**src/rtl/bcad_pkg.sv**
```systemverilog
// Shared types, codes and helpers for the BC alpha block decoder.
package bcad_pkg;

   localparam logic [1:0] MODE_RAW = 2'd0;
   localparam logic [1:0] MODE_BC1 = 2'd1;
   localparam logic [1:0] MODE_BC2 = 2'd2;
   localparam logic [1:0] MODE_BC3 = 2'd3;

   localparam logic CSR_FORMAT_MODE = 1'b0;
   localparam logic CSR_ALPHA_MASK  = 1'b1;

   // divisor select carried with each pixel through the divider stages
   localparam logic [1:0] DSEL_NONE = 2'd0;
   localparam logic [1:0] DSEL_MASK = 2'd1;
   localparam logic [1:0] DSEL_7    = 2'd2;
   localparam logic [1:0] DSEL_5    = 2'd3;

   localparam logic [2:0] BC3_DIV_HI = 3'd7;
   localparam logic [2:0] BC3_DIV_LO = 3'd5;

   localparam int QUOT_BITS = 8;
   localparam int REM_BITS  = 40;

   typedef struct packed {
      logic [1:0]  mode;
      logic [3:0]  pos;
      logic        last;
      logic [3:0]  code;
      logic [7:0]  a0;
      logic [7:0]  a1;
      logic        c0le;
      logic [31:0] pixel;
   } pix_type;

   typedef struct packed {
      logic                  last;
      logic [3:0]            pos;
      logic [1:0]            dsel;
      logic [REM_BITS-1:0]   rem;
      logic [QUOT_BITS-1:0]  alpha;
   } stage_type;

   // highest row/column index for an extent of 1..4, larger extents clamp to 4
   function automatic logic [1:0] extent_max(input logic [2:0] v);
      logic [1:0] m;
      m = v[2] ? 2'd3 : (v[1:0] - 2'd1);
      return m;
   endfunction

endpackage

```
**src/rtl/bc_block_alpha_decoder.sv**
```systemverilog
// Alpha decoder for BC1/BC2/BC3 blocks and uncompressed pixels, top level.
//
// Usage: write format_mode (index 0) and alpha_field_mask (index 1) through
// csr_we/csr_index/csr_wdata while no block is in flight. Each transfer on
// the req_ channel carries one 64-bit block word plus the block's extent
// inside the image. BC modes give one rsp_ transfer per valid pixel in
// row-major order; uncompressed mode gives exactly one. A BC block with a
// zero extent gives none. rsp_last_of_block marks the final transfer.
// Throughput: one result per cycle while the receiver does not stall; a
// block holds the sequencer until its pixels are issued, and the next block
// is taken in the cycle its predecessor issues its last pixel. The rate is
// set by the single-pixel issue of the sequencer; the 8-stage restoring
// divider that forms the alpha quotient is fully pipelined.
// Reset (synchronous) clears all valid bits and both registers to zero.
// When the receiver stalls with a result waiting, the whole pipeline holds
// and req_stall rises; nothing is dropped or repeated.
module bc_block_alpha_decoder
   import bcad_pkg::*;
(
   input  logic        clock,
   input  logic        reset,
   input  logic        csr_we,
   input  logic        csr_index,
   input  logic [31:0] csr_wdata,
   input  logic        req_valid,
   output logic        req_stall,
   input  logic [63:0] req_block_word,
   input  logic [2:0]  req_valid_columns,
   input  logic [2:0]  req_valid_rows,
   output logic        rsp_valid,
   input  logic        rsp_stall,
   output logic [7:0]  rsp_alpha_value,
   output logic [3:0]  rsp_pixel_position,
   output logic        rsp_last_of_block
);

   logic [1:0]  format_mode_ff, format_mode_in;
   logic [31:0] alpha_mask_ff, alpha_mask_in;
   logic        rsp_valid_ff, rsp_valid_in;
   logic [7:0]  rsp_alpha_ff;
   logic [3:0]  rsp_pos_ff;
   logic        rsp_last_ff;
   logic        adv;
   logic        pix_vld;
   pix_type     pix;
   logic        pipe_vld [0:QUOT_BITS];
   stage_type   pipe_st  [0:QUOT_BITS];

   always_comb begin
      format_mode_in = format_mode_ff;
      alpha_mask_in  = alpha_mask_ff;
      if (csr_we) begin
         unique case (csr_index)
            CSR_FORMAT_MODE: format_mode_in = csr_wdata[1:0];
            CSR_ALPHA_MASK:  alpha_mask_in  = csr_wdata;
            default: ;
         endcase
      end
   end

   always_ff @(posedge clock) begin
      if (reset) begin
         format_mode_ff <= MODE_RAW;
         alpha_mask_ff  <= 32'd0;
      end else begin
         format_mode_ff <= format_mode_in;
         alpha_mask_ff  <= alpha_mask_in;
      end
   end

   // pipeline moves whenever the output register is free or being drained
   assign adv = !rsp_valid_ff || !rsp_stall;

   bcad_seq u_seq (
      .clock             (clock),
      .reset             (reset),
      .adv               (adv),
      .mode              (format_mode_ff),
      .req_valid         (req_valid),
      .req_stall         (req_stall),
      .req_block_word    (req_block_word),
      .req_valid_columns (req_valid_columns),
      .req_valid_rows    (req_valid_rows),
      .pix_vld           (pix_vld),
      .pix               (pix)
   );

   bcad_prep u_prep (
      .clock   (clock),
      .reset   (reset),
      .adv     (adv),
      .mask    (alpha_mask_ff),
      .pix_vld (pix_vld),
      .pix     (pix),
      .st_vld  (pipe_vld[0]),
      .st      (pipe_st[0])
   );

   for (genvar g = 0; g < QUOT_BITS; g++) begin : g_div
      bcad_div_step #(
         .BIT_POS (QUOT_BITS - 1 - g)
      ) u_step (
         .clock   (clock),
         .reset   (reset),
         .adv     (adv),
         .mask    (alpha_mask_ff),
         .in_vld  (pipe_vld[g]),
         .in_st   (pipe_st[g]),
         .out_vld (pipe_vld[g+1]),
         .out_st  (pipe_st[g+1])
      );
   end

   assign rsp_valid_in = pipe_vld[QUOT_BITS];

   always_ff @(posedge clock) begin
      if (reset) begin
         rsp_valid_ff <= 1'b0;
      end else if (adv) begin
         rsp_valid_ff <= rsp_valid_in;
      end
   end

   always_ff @(posedge clock) begin
      if (adv) begin
         rsp_alpha_ff <= pipe_st[QUOT_BITS].alpha;
         rsp_pos_ff   <= pipe_st[QUOT_BITS].pos;
         rsp_last_ff  <= pipe_st[QUOT_BITS].last;
      end
   end

   assign rsp_valid          = rsp_valid_ff;
   assign rsp_alpha_value    = rsp_alpha_ff;
   assign rsp_pixel_position = rsp_pos_ff;
   assign rsp_last_of_block  = rsp_last_ff;

   a_frozen_blocks_input: assert property (@(posedge clock) disable iff (reset)
      (rsp_valid && rsp_stall) |-> req_stall)
      else $error("input taken while pipeline is frozen");

   a_frozen_holds_tail: assert property (@(posedge clock) disable iff (reset)
      !adv |=> $stable(pipe_vld[QUOT_BITS]))
      else $error("last pipeline stage moved while frozen");

   a_bc3_div7_rem: assert property (@(posedge clock) disable iff (reset)
      (pipe_vld[QUOT_BITS] && pipe_st[QUOT_BITS].dsel == DSEL_7) |->
         (pipe_st[QUOT_BITS].rem < 40'd7))
      else $error("BC3 divide by 7 left a remainder out of range");

   a_bc3_div5_rem: assert property (@(posedge clock) disable iff (reset)
      (pipe_vld[QUOT_BITS] && pipe_st[QUOT_BITS].dsel == DSEL_5) |->
         (pipe_st[QUOT_BITS].rem < 40'd5))
      else $error("BC3 divide by 5 left a remainder out of range");

endmodule

```
**src/rtl/bcad_seq.sv**
```systemverilog
// Block sequencer: holds one input block and issues one pixel per cycle while the pipeline advances.
module bcad_seq
   import bcad_pkg::*;
(
   input  logic        clock,
   input  logic        reset,
   input  logic        adv,
   input  logic [1:0]  mode,
   input  logic        req_valid,
   output logic        req_stall,
   input  logic [63:0] req_block_word,
   input  logic [2:0]  req_valid_columns,
   input  logic [2:0]  req_valid_rows,
   output logic        pix_vld,
   output pix_type     pix
);

   logic        busy_ff, busy_in;
   logic [63:0] word_ff, word_in;
   logic [1:0]  colmax_ff, colmax_in;
   logic [1:0]  rowmax_ff, rowmax_in;
   logic [1:0]  row_ff, row_in;
   logic [1:0]  col_ff, col_in;
   logic        pix_vld_ff, pix_vld_in;
   pix_type     pix_ff, pix_in;

   logic        issue_last;
   logic        take;
   logic        empty;
   logic [3:0]  pos;
   logic [5:0]  sh_bc1;
   logic [5:0]  sh_bc3;
   logic [63:0] w_bc1;
   logic [63:0] w_bc2;
   logic [63:0] w_bc3;

   assign issue_last = (row_ff == rowmax_ff) && (col_ff == colmax_ff);
   assign req_stall  = !adv || (busy_ff && !issue_last);
   assign take       = req_valid && !req_stall;
   assign empty      = (mode != MODE_RAW) &&
                       ((req_valid_columns == 3'd0) || (req_valid_rows == 3'd0));

   always_comb begin
      busy_in   = busy_ff;
      word_in   = word_ff;
      colmax_in = colmax_ff;
      rowmax_in = rowmax_ff;
      row_in    = row_ff;
      col_in    = col_ff;
      if (take) begin
         busy_in   = !empty;
         word_in   = req_block_word;
         colmax_in = (mode == MODE_RAW) ? 2'd0 : extent_max(req_valid_columns);
         rowmax_in = (mode == MODE_RAW) ? 2'd0 : extent_max(req_valid_rows);
         row_in    = 2'd0;
         col_in    = 2'd0;
      end else if (busy_ff) begin
         if (issue_last) begin
            busy_in = 1'b0;
         end else if (col_ff == colmax_ff) begin
            col_in = 2'd0;
            row_in = row_ff + 2'd1;
         end else begin
            col_in = col_ff + 2'd1;
         end
      end
   end

   // per-pixel field extraction
   assign pos    = {row_ff, col_ff};
   assign sh_bc1 = {1'b1, pos, 1'b0};
   assign sh_bc3 = {1'b0, pos, 1'b0} + {2'b00, pos} + 6'd16;
   assign w_bc1  = word_ff >> sh_bc1;
   assign w_bc2  = word_ff >> {pos, 2'b00};
   assign w_bc3  = word_ff >> sh_bc3;

   always_comb begin
      pix_vld_in   = busy_ff;
      pix_in.mode  = mode;
      pix_in.pos   = (mode == MODE_RAW) ? 4'd0 : pos;
      pix_in.last  = issue_last;
      pix_in.a0    = word_ff[7:0];
      pix_in.a1    = word_ff[15:8];
      pix_in.c0le  = word_ff[15:0] <= word_ff[31:16];
      pix_in.pixel = word_ff[31:0];
      unique case (mode)
         MODE_BC1: pix_in.code = {2'b00, w_bc1[1:0]};
         MODE_BC2: pix_in.code = w_bc2[3:0];
         MODE_BC3: pix_in.code = {1'b0, w_bc3[2:0]};
         default:  pix_in.code = 4'd0;
      endcase
   end

   always_ff @(posedge clock) begin
      if (reset) begin
         busy_ff    <= 1'b0;
         pix_vld_ff <= 1'b0;
      end else if (adv) begin
         busy_ff    <= busy_in;
         pix_vld_ff <= pix_vld_in;
      end
   end

   always_ff @(posedge clock) begin
      if (adv) begin
         word_ff   <= word_in;
         colmax_ff <= colmax_in;
         rowmax_ff <= rowmax_in;
         row_ff    <= row_in;
         col_ff    <= col_in;
         pix_ff    <= pix_in;
      end
   end

   assign pix_vld = pix_vld_ff;
   assign pix     = pix_ff;

endmodule

```
**src/rtl/bcad_prep.sv**
```systemverilog
// Prepare stage: direct alphas, BC3 weighted sum and uncompressed dividend.
module bcad_prep
   import bcad_pkg::*;
(
   input  logic        clock,
   input  logic        reset,
   input  logic        adv,
   input  logic [31:0] mask,
   input  logic        pix_vld,
   input  pix_type     pix,
   output logic        st_vld,
   output stage_type   st
);

   logic        st_vld_ff;
   stage_type   st_ff, st_in;

   logic [2:0]          sel;
   logic                gt;
   logic [2:0]          wa;
   logic [2:0]          wb;
   logic [3:0]          wa_full;
   logic [10:0]         xa;
   logic [10:0]         xb;
   logic [10:0]         x;
   logic [REM_BITS-1:0] num;

   assign sel     = pix.code[2:0];
   assign gt      = pix.a0 > pix.a1;
   assign wa_full = gt ? (4'd8 - {1'b0, sel}) : (4'd6 - {1'b0, sel});
   assign wa      = wa_full[2:0];
   assign wb      = sel - 3'd1;
   assign xa      = {3'b000, pix.a0} * {8'd0, wa};
   assign xb      = {3'b000, pix.a1} * {8'd0, wb};
   assign x       = xa + xb;
   assign num     = {8'd0, pix.pixel & mask};

   always_comb begin
      st_in.last  = pix.last;
      st_in.pos   = pix.pos;
      st_in.dsel  = DSEL_NONE;
      st_in.rem   = '0;
      st_in.alpha = 8'd255;
      unique case (pix.mode)
         MODE_RAW: begin
            if (mask != 32'd0) begin
               st_in.dsel  = DSEL_MASK;
               st_in.rem   = (num << 8) - num;
               st_in.alpha = 8'd0;
            end
         end
         MODE_BC1: begin
            st_in.alpha = (pix.c0le && pix.code[1:0] == 2'd3) ? 8'd0 : 8'd255;
         end
         MODE_BC2: begin
            st_in.alpha = {pix.code, pix.code};
         end
         MODE_BC3: begin
            if (sel == 3'd0) begin
               st_in.alpha = pix.a0;
            end else if (sel == 3'd1) begin
               st_in.alpha = pix.a1;
            end else if (!gt && sel == 3'd6) begin
               st_in.alpha = 8'd0;
            end else if (!gt && sel == 3'd7) begin
               st_in.alpha = 8'd255;
            end else begin
               st_in.dsel  = gt ? DSEL_7 : DSEL_5;
               st_in.rem   = {{(REM_BITS-11){1'b0}}, x};
               st_in.alpha = 8'd0;
            end
         end
         default: ;
      endcase
   end

   always_ff @(posedge clock) begin
      if (reset) begin
         st_vld_ff <= 1'b0;
      end else if (adv) begin
         st_vld_ff <= pix_vld;
      end
   end

   always_ff @(posedge clock) begin
      if (adv) begin
         st_ff <= st_in;
      end
   end

   assign st_vld = st_vld_ff;
   assign st     = st_ff;

endmodule

```
**src/rtl/bcad_div_step.sv**
```systemverilog
// One restoring-division stage: resolves one quotient bit of the alpha.
module bcad_div_step
   import bcad_pkg::*;
#(
   parameter int BIT_POS = 7
)
(
   input  logic        clock,
   input  logic        reset,
   input  logic        adv,
   input  logic [31:0] mask,
   input  logic        in_vld,
   input  stage_type   in_st,
   output logic        out_vld,
   output stage_type   out_st
);

   logic                out_vld_ff;
   stage_type           out_st_ff, out_st_in;
   logic [REM_BITS-1:0] divisor;
   logic [REM_BITS-1:0] dsh;

   always_comb begin
      unique case (in_st.dsel)
         DSEL_MASK: divisor = {8'd0, mask};
         DSEL_7:    divisor = {{(REM_BITS-3){1'b0}}, BC3_DIV_HI};
         DSEL_5:    divisor = {{(REM_BITS-3){1'b0}}, BC3_DIV_LO};
         default:   divisor = '0;
      endcase
   end

   assign dsh = divisor << BIT_POS;

   always_comb begin
      out_st_in = in_st;
      if (in_st.dsel != DSEL_NONE && in_st.rem >= dsh) begin
         out_st_in.rem            = in_st.rem - dsh;
         out_st_in.alpha[BIT_POS] = 1'b1;
      end
   end

   always_ff @(posedge clock) begin
      if (reset) begin
         out_vld_ff <= 1'b0;
      end else if (adv) begin
         out_vld_ff <= in_vld;
      end
   end

   always_ff @(posedge clock) begin
      if (adv) begin
         out_st_ff <= out_st_in;
      end
   end

   assign out_vld = out_vld_ff;
   assign out_st  = out_st_ff;

endmodule
```
**config.mk**
```make
export PLATFORM = sky130hd
export DESIGN_NAME = bc_block_alpha_decoder
export DESIGN_NICKNAME = d
export VERILOG_FILES = /design/src/rtl/bcad_pkg.sv /design/src/rtl/bc_block_alpha_decoder.sv /design/src/rtl/bcad_seq.sv /design/src/rtl/bcad_prep.sv /design/src/rtl/bcad_div_step.sv
export SDC_FILE = /design/constraint.sdc
export NUM_CORES = 2
export LEC_CHECK = 0
export ABC_AREA = 0
export BUFFER_PORTS_ARGS = -buffer_cell sky130_fd_sc_hd__buf_4
export CAP_MARGIN = 20
export CORE_UTILIZATION = 35
export CTS_CLUSTER_DIAMETER = 40
export CTS_CLUSTER_SIZE = 10
export DETAILED_ROUTE_END_ITERATION = 12
export MAX_ROUTING_LAYER = met4
export PLACE_DENSITY = 0.61
export RECOVER_POWER = 100
export SLEW_MARGIN = 0
export SYNTH_ARGS = -nofsm -noshare
export SYNTH_HDL_FRONTEND = slang
export SYNTH_HIERARCHICAL = 1
export SYNTH_SLANG_ARGS = --single-unit
```
**constraint.sdc**
```tcl
create_clock -name clock -period 19.5 [get_ports clock]
set_input_delay 0 -clock clock [delete_from_list [all_inputs] [get_ports clock]]
set_output_delay 0 -clock clock [all_outputs]
set_load 0.05 [all_outputs]
```
==> Yosys cells after proc, flatten, opt, wreduce, memory -nomap -nowiden <==
Cells that the tools add are included.
{ "classes": {"muxes": 41, "add_sub_neg": 18, "bitwise_logic": 2, "multipliers": 2, "order_cmp": 10, "n_div": 0, "reduce_logical": 47, "n_eq_ne": 37, "shifts": 3} }
{ "ops": {"columns": ["cell", "count"], "rows": [
  ["$pmux 32 s3", 8],
  ["$mux 40", 6],
  ["$mux 42", 4],
  ["$pmux 42 s2", 1],
  ["$shr 64x6->2", 1],
  ["$shr 64x6->3", 1],
  ["$shr 64x6->4", 1],
  ["$mux 49", 1],
  ["$eq 2x2->1 const B", 21],
  ["$mux 41", 1],
  ["$ge 40x32->1", 1],
  ["$ge 40x33->1", 1],
  ["$ge 40x34->1", 1],
  ["$ge 40x35->1", 1],
  ["$ge 40x36->1", 1],
  ["$ge 40x37->1", 1],
  ["$ge 40x38->1", 1],
  ["$ge 40x39->1", 1],
  ["$mux 8", 5],
  ["$sub 40x32->40", 1],
  ["$sub 40x33->40", 1],
  ["$sub 40x34->40", 1],
  ["$sub 40x35->40", 1],
  ["$sub 40x36->40", 1],
  ["36 further kinds", 97]
]} }
{ "word_totals": {"output_inout_bits": 15, "mem_bits_rw": 0, "word_cells": 241, "rom_bits": 0, "latchBits": 0, "mem_count": 0, "in_bits": 108, "ff_bits": 644} }

==> Longest topological paths before layout <==
{ "logic_depth": {"word_depth": 9, "ltp_mapped": 25, "mapped_depth_nobuf": 24} }

==> Hierarchy <==
The synthesis kept the hierarchy.
{ "by_module_without_submodules": {"columns": ["module", "n_inst", "cells_per_inst", "seq_area_each_um2", "area_per_inst_um2"], "rows": [
  ["bcad_seq", 1, 421, 3523.4, 6732.7],
  ["bcad_prep", 1, 677, 1671.6, 5923.2],
  ["bcad_div_step at g_div[3].u_step", 1, 442, 1671.6, 4302.9],
  ["bcad_div_step at g_div[4].u_step", 1, 441, 1671.6, 4239.1],
  ["bcad_div_step at g_div[7].u_step", 1, 454, 1671.6, 4237.8],
  ["bcad_div_step at g_div[6].u_step", 1, 416, 1671.6, 4210.3],
  ["bcad_div_step at g_div[1].u_step", 1, 457, 1671.6, 4199.0],
  ["bcad_div_step at g_div[2].u_step", 1, 438, 1671.6, 4165.2],
  ["bcad_div_step at g_div[5].u_step", 1, 433, 1671.6, 4071.4],
  ["bcad_div_step at g_div[0].u_step", 1, 397, 1671.6, 3901.2],
  ["bc_block_alpha_decoder", 1, 171, 1091.0, 2035.7]
]} }

==> Least setup slack after synthesis <==
Ideal clock, no wire load.
{ "synth_path": {"kind": "reg2reg", "from": "reg rsp_valid_ff (netlist: rsp_valid)", "to": "reg u_seq.colmax_ff[0], enable pin", "path_buffers": 0, "path_stages_with_launch": 4, "path_slack_ns": 2.278, "required_ns": 19.003, "setup_ns": 0.497, "arrival_ns": 16.725, "synth_period_minus_slack_ns": 17.222, "path_cell_list": "dfxtp_1 nand2_1 nand2_1 nor2_1"} }
{ "synth_via": {"elab_chain_cells": 7} }
{ "synth_rtl": {"columns": ["element", "line_no", "source"], "rows": [
  ["start: declaration", "bc_block_alpha_decoder.sv:39", "logic rsp_valid_ff, rsp_valid_in;"],
  ["start signal: assignment", "bc_block_alpha_decoder.sv:120", "rsp_valid_ff <= rsp_valid_in;"],
  ["$logic_not 1->1 *", "bc_block_alpha_decoder.sv:72", "assign adv = !rsp_valid_ff || !rsp_stall;"],
  ["$logic_or 1x1->1 *", "bc_block_alpha_decoder.sv:72", null],
  ["net adv", "bc_block_alpha_decoder.sv:43", "logic adv;"],
  ["$logic_not 1->1", "bcad_seq.sv:38", "assign req_stall = !adv || (busy_ff && !issue_last);"],
  ["$logic_or 1x1->1", "bcad_seq.sv:38", null],
  ["$logic_not 1->1", "bcad_seq.sv:39", "assign take = req_valid && !req_stall;"],
  ["$logic_and 1x1->1", "bcad_seq.sv:39", null],
  ["$reduce_and 2->1 (no line) *", null, null],
  ["end signal: assignment", "bcad_seq.sv:107", "colmax_ff <= colmax_in;"],
  ["end: declaration", "bcad_seq.sv:20", "logic [1:0] colmax_ff, colmax_in;"]
]} }
Mark *: on every way through the listed nets, which the timed path passes. The rest lies on a longest branch.
A chain may end at the register's enable or synchronous reset.

==> Worst setup path after layout <==
{ "layout_path": {"from": "reg rsp_valid_ff (netlist: rsp_valid)", "to": "out req_stall"} }
{ "layout_via": {"elab_chain_cells": 4} }
{ "layout_rtl": {"columns": ["element", "line_no", "source"], "rows": [
  ["$logic_not 1->1", "bc_block_alpha_decoder.sv:72", null],
  ["$logic_or 1x1->1", "bc_block_alpha_decoder.sv:72", null],
  ["net adv", "bc_block_alpha_decoder.sv:43", null],
  ["$logic_not 1->1", "bcad_seq.sv:38", null],
  ["$logic_or 1x1->1", "bcad_seq.sv:38", null],
  ["end: declaration", "bc_block_alpha_decoder.sv:26", "output logic req_stall,"]
]} }
The timed path passes the listed nets, and every way through them passes these cells.

==> impl_metrics.csv <==
group,metric,value,unit
run_status,status,"complete, but fails checks",
run_status,violations,"capacitance limit, slew limit",
detailed_routing,drtPass1Iterations,7,
timing,skew,0.0718,ns
global_routing,grt_max_degree,175,
setup_path,slowest_stage,"clkbuf_1",
placed_design,pre_cts_ws,13.60,ns
timing,setup_slack,10.10,ns
clock_network,clock-root-buffer,"clkbuf_16",
hold_path,hp-class,"in -> reg",
final_layout,drive_gt1_frac,0.101,
timing,final-setup-viol-count,0,
setup_path,crit_path_end_kind,"output port",
power,p_per_area,168,mW/mm^2
global_routing,track_usage,0.216,
power,irDropWorstVdd,0.0000896,V
yosys,synthesis.area,0.0452,mm^2
global_routing,grt_pass1_wl,211000,um
floorplanning,core,0.128,mm^2
floorplanning,die_width,361,um
hold_path,hold_depth,4,
floorplanning,start_util,0.354,
setup_path,crit_top_cell,"clkbuf_1",
final_layout,multi_input_area,0.0245,mm^2
final_layout,area_growth,17.1,%
setup_path,critPathBufInv,2,
clock_network,cts.sinks,628,
detailed_routing,drc,0,
hold_path,whs_endpoint,"alpha_mask_ff[0]",
detailed_routing,ant_nets,0,
timing,fin_crit,9.40,ns
clock_network,cts_resized,0,
setup_path,r2r_slack,10.52,ns
global_routing,grt_pass1_vias,34900,
setup_path,required,19.50,ns
final_layout,regArea,0.0184,mm^2
floorplanning,placementRows,131,
setup_path,r2r-start,"rsp_valid",
floorplanning,die_height,361,um
global_routing,antenna_found_initial,10,
clock_network,clk_pin_slew,0.05,ns
clock_network,cts_hold_buf,231,
placed_design,place_hpwl,100000,um
setup_path,path_delay_family,"buffers and inverters",
setup_path,cp_cell_sequence,"nand2_1 > clkbuf_1 > nand2b_1 > clkbuf_1",
setup_path,path_depth,4,
timing,fin_tns_setup,0,ns
setup_path,path_class,"reg -> out",
clock_network,insertion_delay,0.75,ns
power,total_power,8.90,mW
clock_network,cts_tree,"built",
setup_path,rr_endpoint,"u_seq/busy_ff",
final_layout,n_fill_cell,12300,
detailed_routing,wl_per_cell,21.5,um
timing,slew_viol_final,1224,
timing,max_freq,0.106,GHz
power,leakage,20.9,nW
yosys,synth_nets,4930,
yosys,avgSynthCellArea,10.2,um^2
clock_network,cts.htree.levels,3,
hold_path,hp-start,"csr_wdata[0]",
final_layout,final_util,0.414,
timing,tightest_slew,9.36,ns
floorplanning,io_pins,123,
detailed_routing,viasPerCell,5.61,
yosys,syn_inst,4448,
placed_design,finalWeightedCongestion,0.936,
setup_path,cp_max_fo,174,
yosys,yosys_warnings,6,
final_layout,nets,5263,
setup_path,slowest_delay,6.50,ns
timing,period_share,0.482,
global_routing,overflow,0,
detailed_routing,num_vias,36700,
timing,slew_headroom,-5.24,
timing,hold_viol,0,
floorplanning,dieArea,0.131,mm^2
detailed_routing,totalWireLength,140000,um
run,timing.max_cap.violations,22,
timing,rsz0062_at_grt,"false",
clock_network,cts_buffers,107,
clock_network,cts_buffer_depth,3,
detailed_routing,drt-initial-drc-count,3311,
placed_design,portBuffers,122,
setup_path,cp-start-kind,"register",
setup_path,reg2regPathDepth,6,
clock_network,postCtsSetupBuffers,0,
setup_path,critical_path_arrival,9.40,ns
## worst max-delay path by stage
stage	from	end	slack, ns
floorplan	rsp_valid	u_seq/colmax_ff[0]	3.24
global placement	u_seq/pix[42]	u_prep/st[18]	13.58
detailed placement	u_seq/pix[42]	u_prep/st[18]	13.60
CTS	u_seq/pix[42]	u_prep/st[18]	13.55
global route	rsp_valid	req_stall	8.86
finish	rsp_valid	req_stall	10.10
## worst min-delay path, cell delays in order
cell and delay, ns:
dlygate4sd3_1 0.54, buf_4 0.10, nand2b_1 0.07, mux2i_1 0.13
## state kept, by name (all words and copies together), names as in the netlist, 2 cells and up
register              count
u_seq/word_ff            64
u_prep/st                55
u_seq/col_ff              2
u_seq/row_ff              2
format_mode_ff            2
g_div.u_step/out_vld      8
u_seq/pix                44
alpha_mask_ff            32
u_seq/rowmax_ff           2
u_seq/colmax_ff           2
rsp_pixel_position        4
rsp_alpha_value           8
g_div.u_step/out_st     398
## power breakdown
group	switching, mW	internal (mW)	leakage [nW]
Combinational	2.69	1.93	12.5
Clock	0.728	1.16	1.73
Sequential	0.325	2.07	6.71
## metrics by stage
stage | instance area [um^2] | instances | hold WS (ns)
after floorplan | 45200 | 4448 | 0.0724
after global placement | 47600 | 6103 | 0.178
after detailed placement | 47600 | 6103 | 0.180
after CTS | 53500 | 6531 | 0.0902
after global routing | 53000 | 6532 | 0.160
final | 53000 | 6534 | 0.127
## routing by layer
layer	up-vias	GRT usage	wire (um)
li1	17200	-	-
met1	17700	0.278	59600
met2	1428	0.345	66000
met3	271	0.0363	10100
met4	0	0.0692	4680
met5	-	-	0
## layout make-up
class / instances / share of cell area
clock inverters: 70 / 0.0170
inverters: 204 / 0.0145
diodes: 3 / 0.000142
clock buffers: 127 / 0.0520
multi-input cells: 3428 / 0.463
repair buffers: 412 / 0.0667
flip-flops and latches: 628 / 0.347
well taps: 1662 / 0.0393
## layout by cell type, fill, tap and decap left out, drive strengths merged, types with 66 or more instances in the layout
cell	instances
clkbuf	227
a21oi	388
inv	222
nand2	611
nor3	68
o21ai	278
nand3	117
nor2	260
mux4	66
edfxtp	582
xor2	104
mux2	66
dlygate4sd3	231
xnor2	147
buf	81
a21o	122
ha	336
No activity file was read; power rests on OpenSTA's default activity.
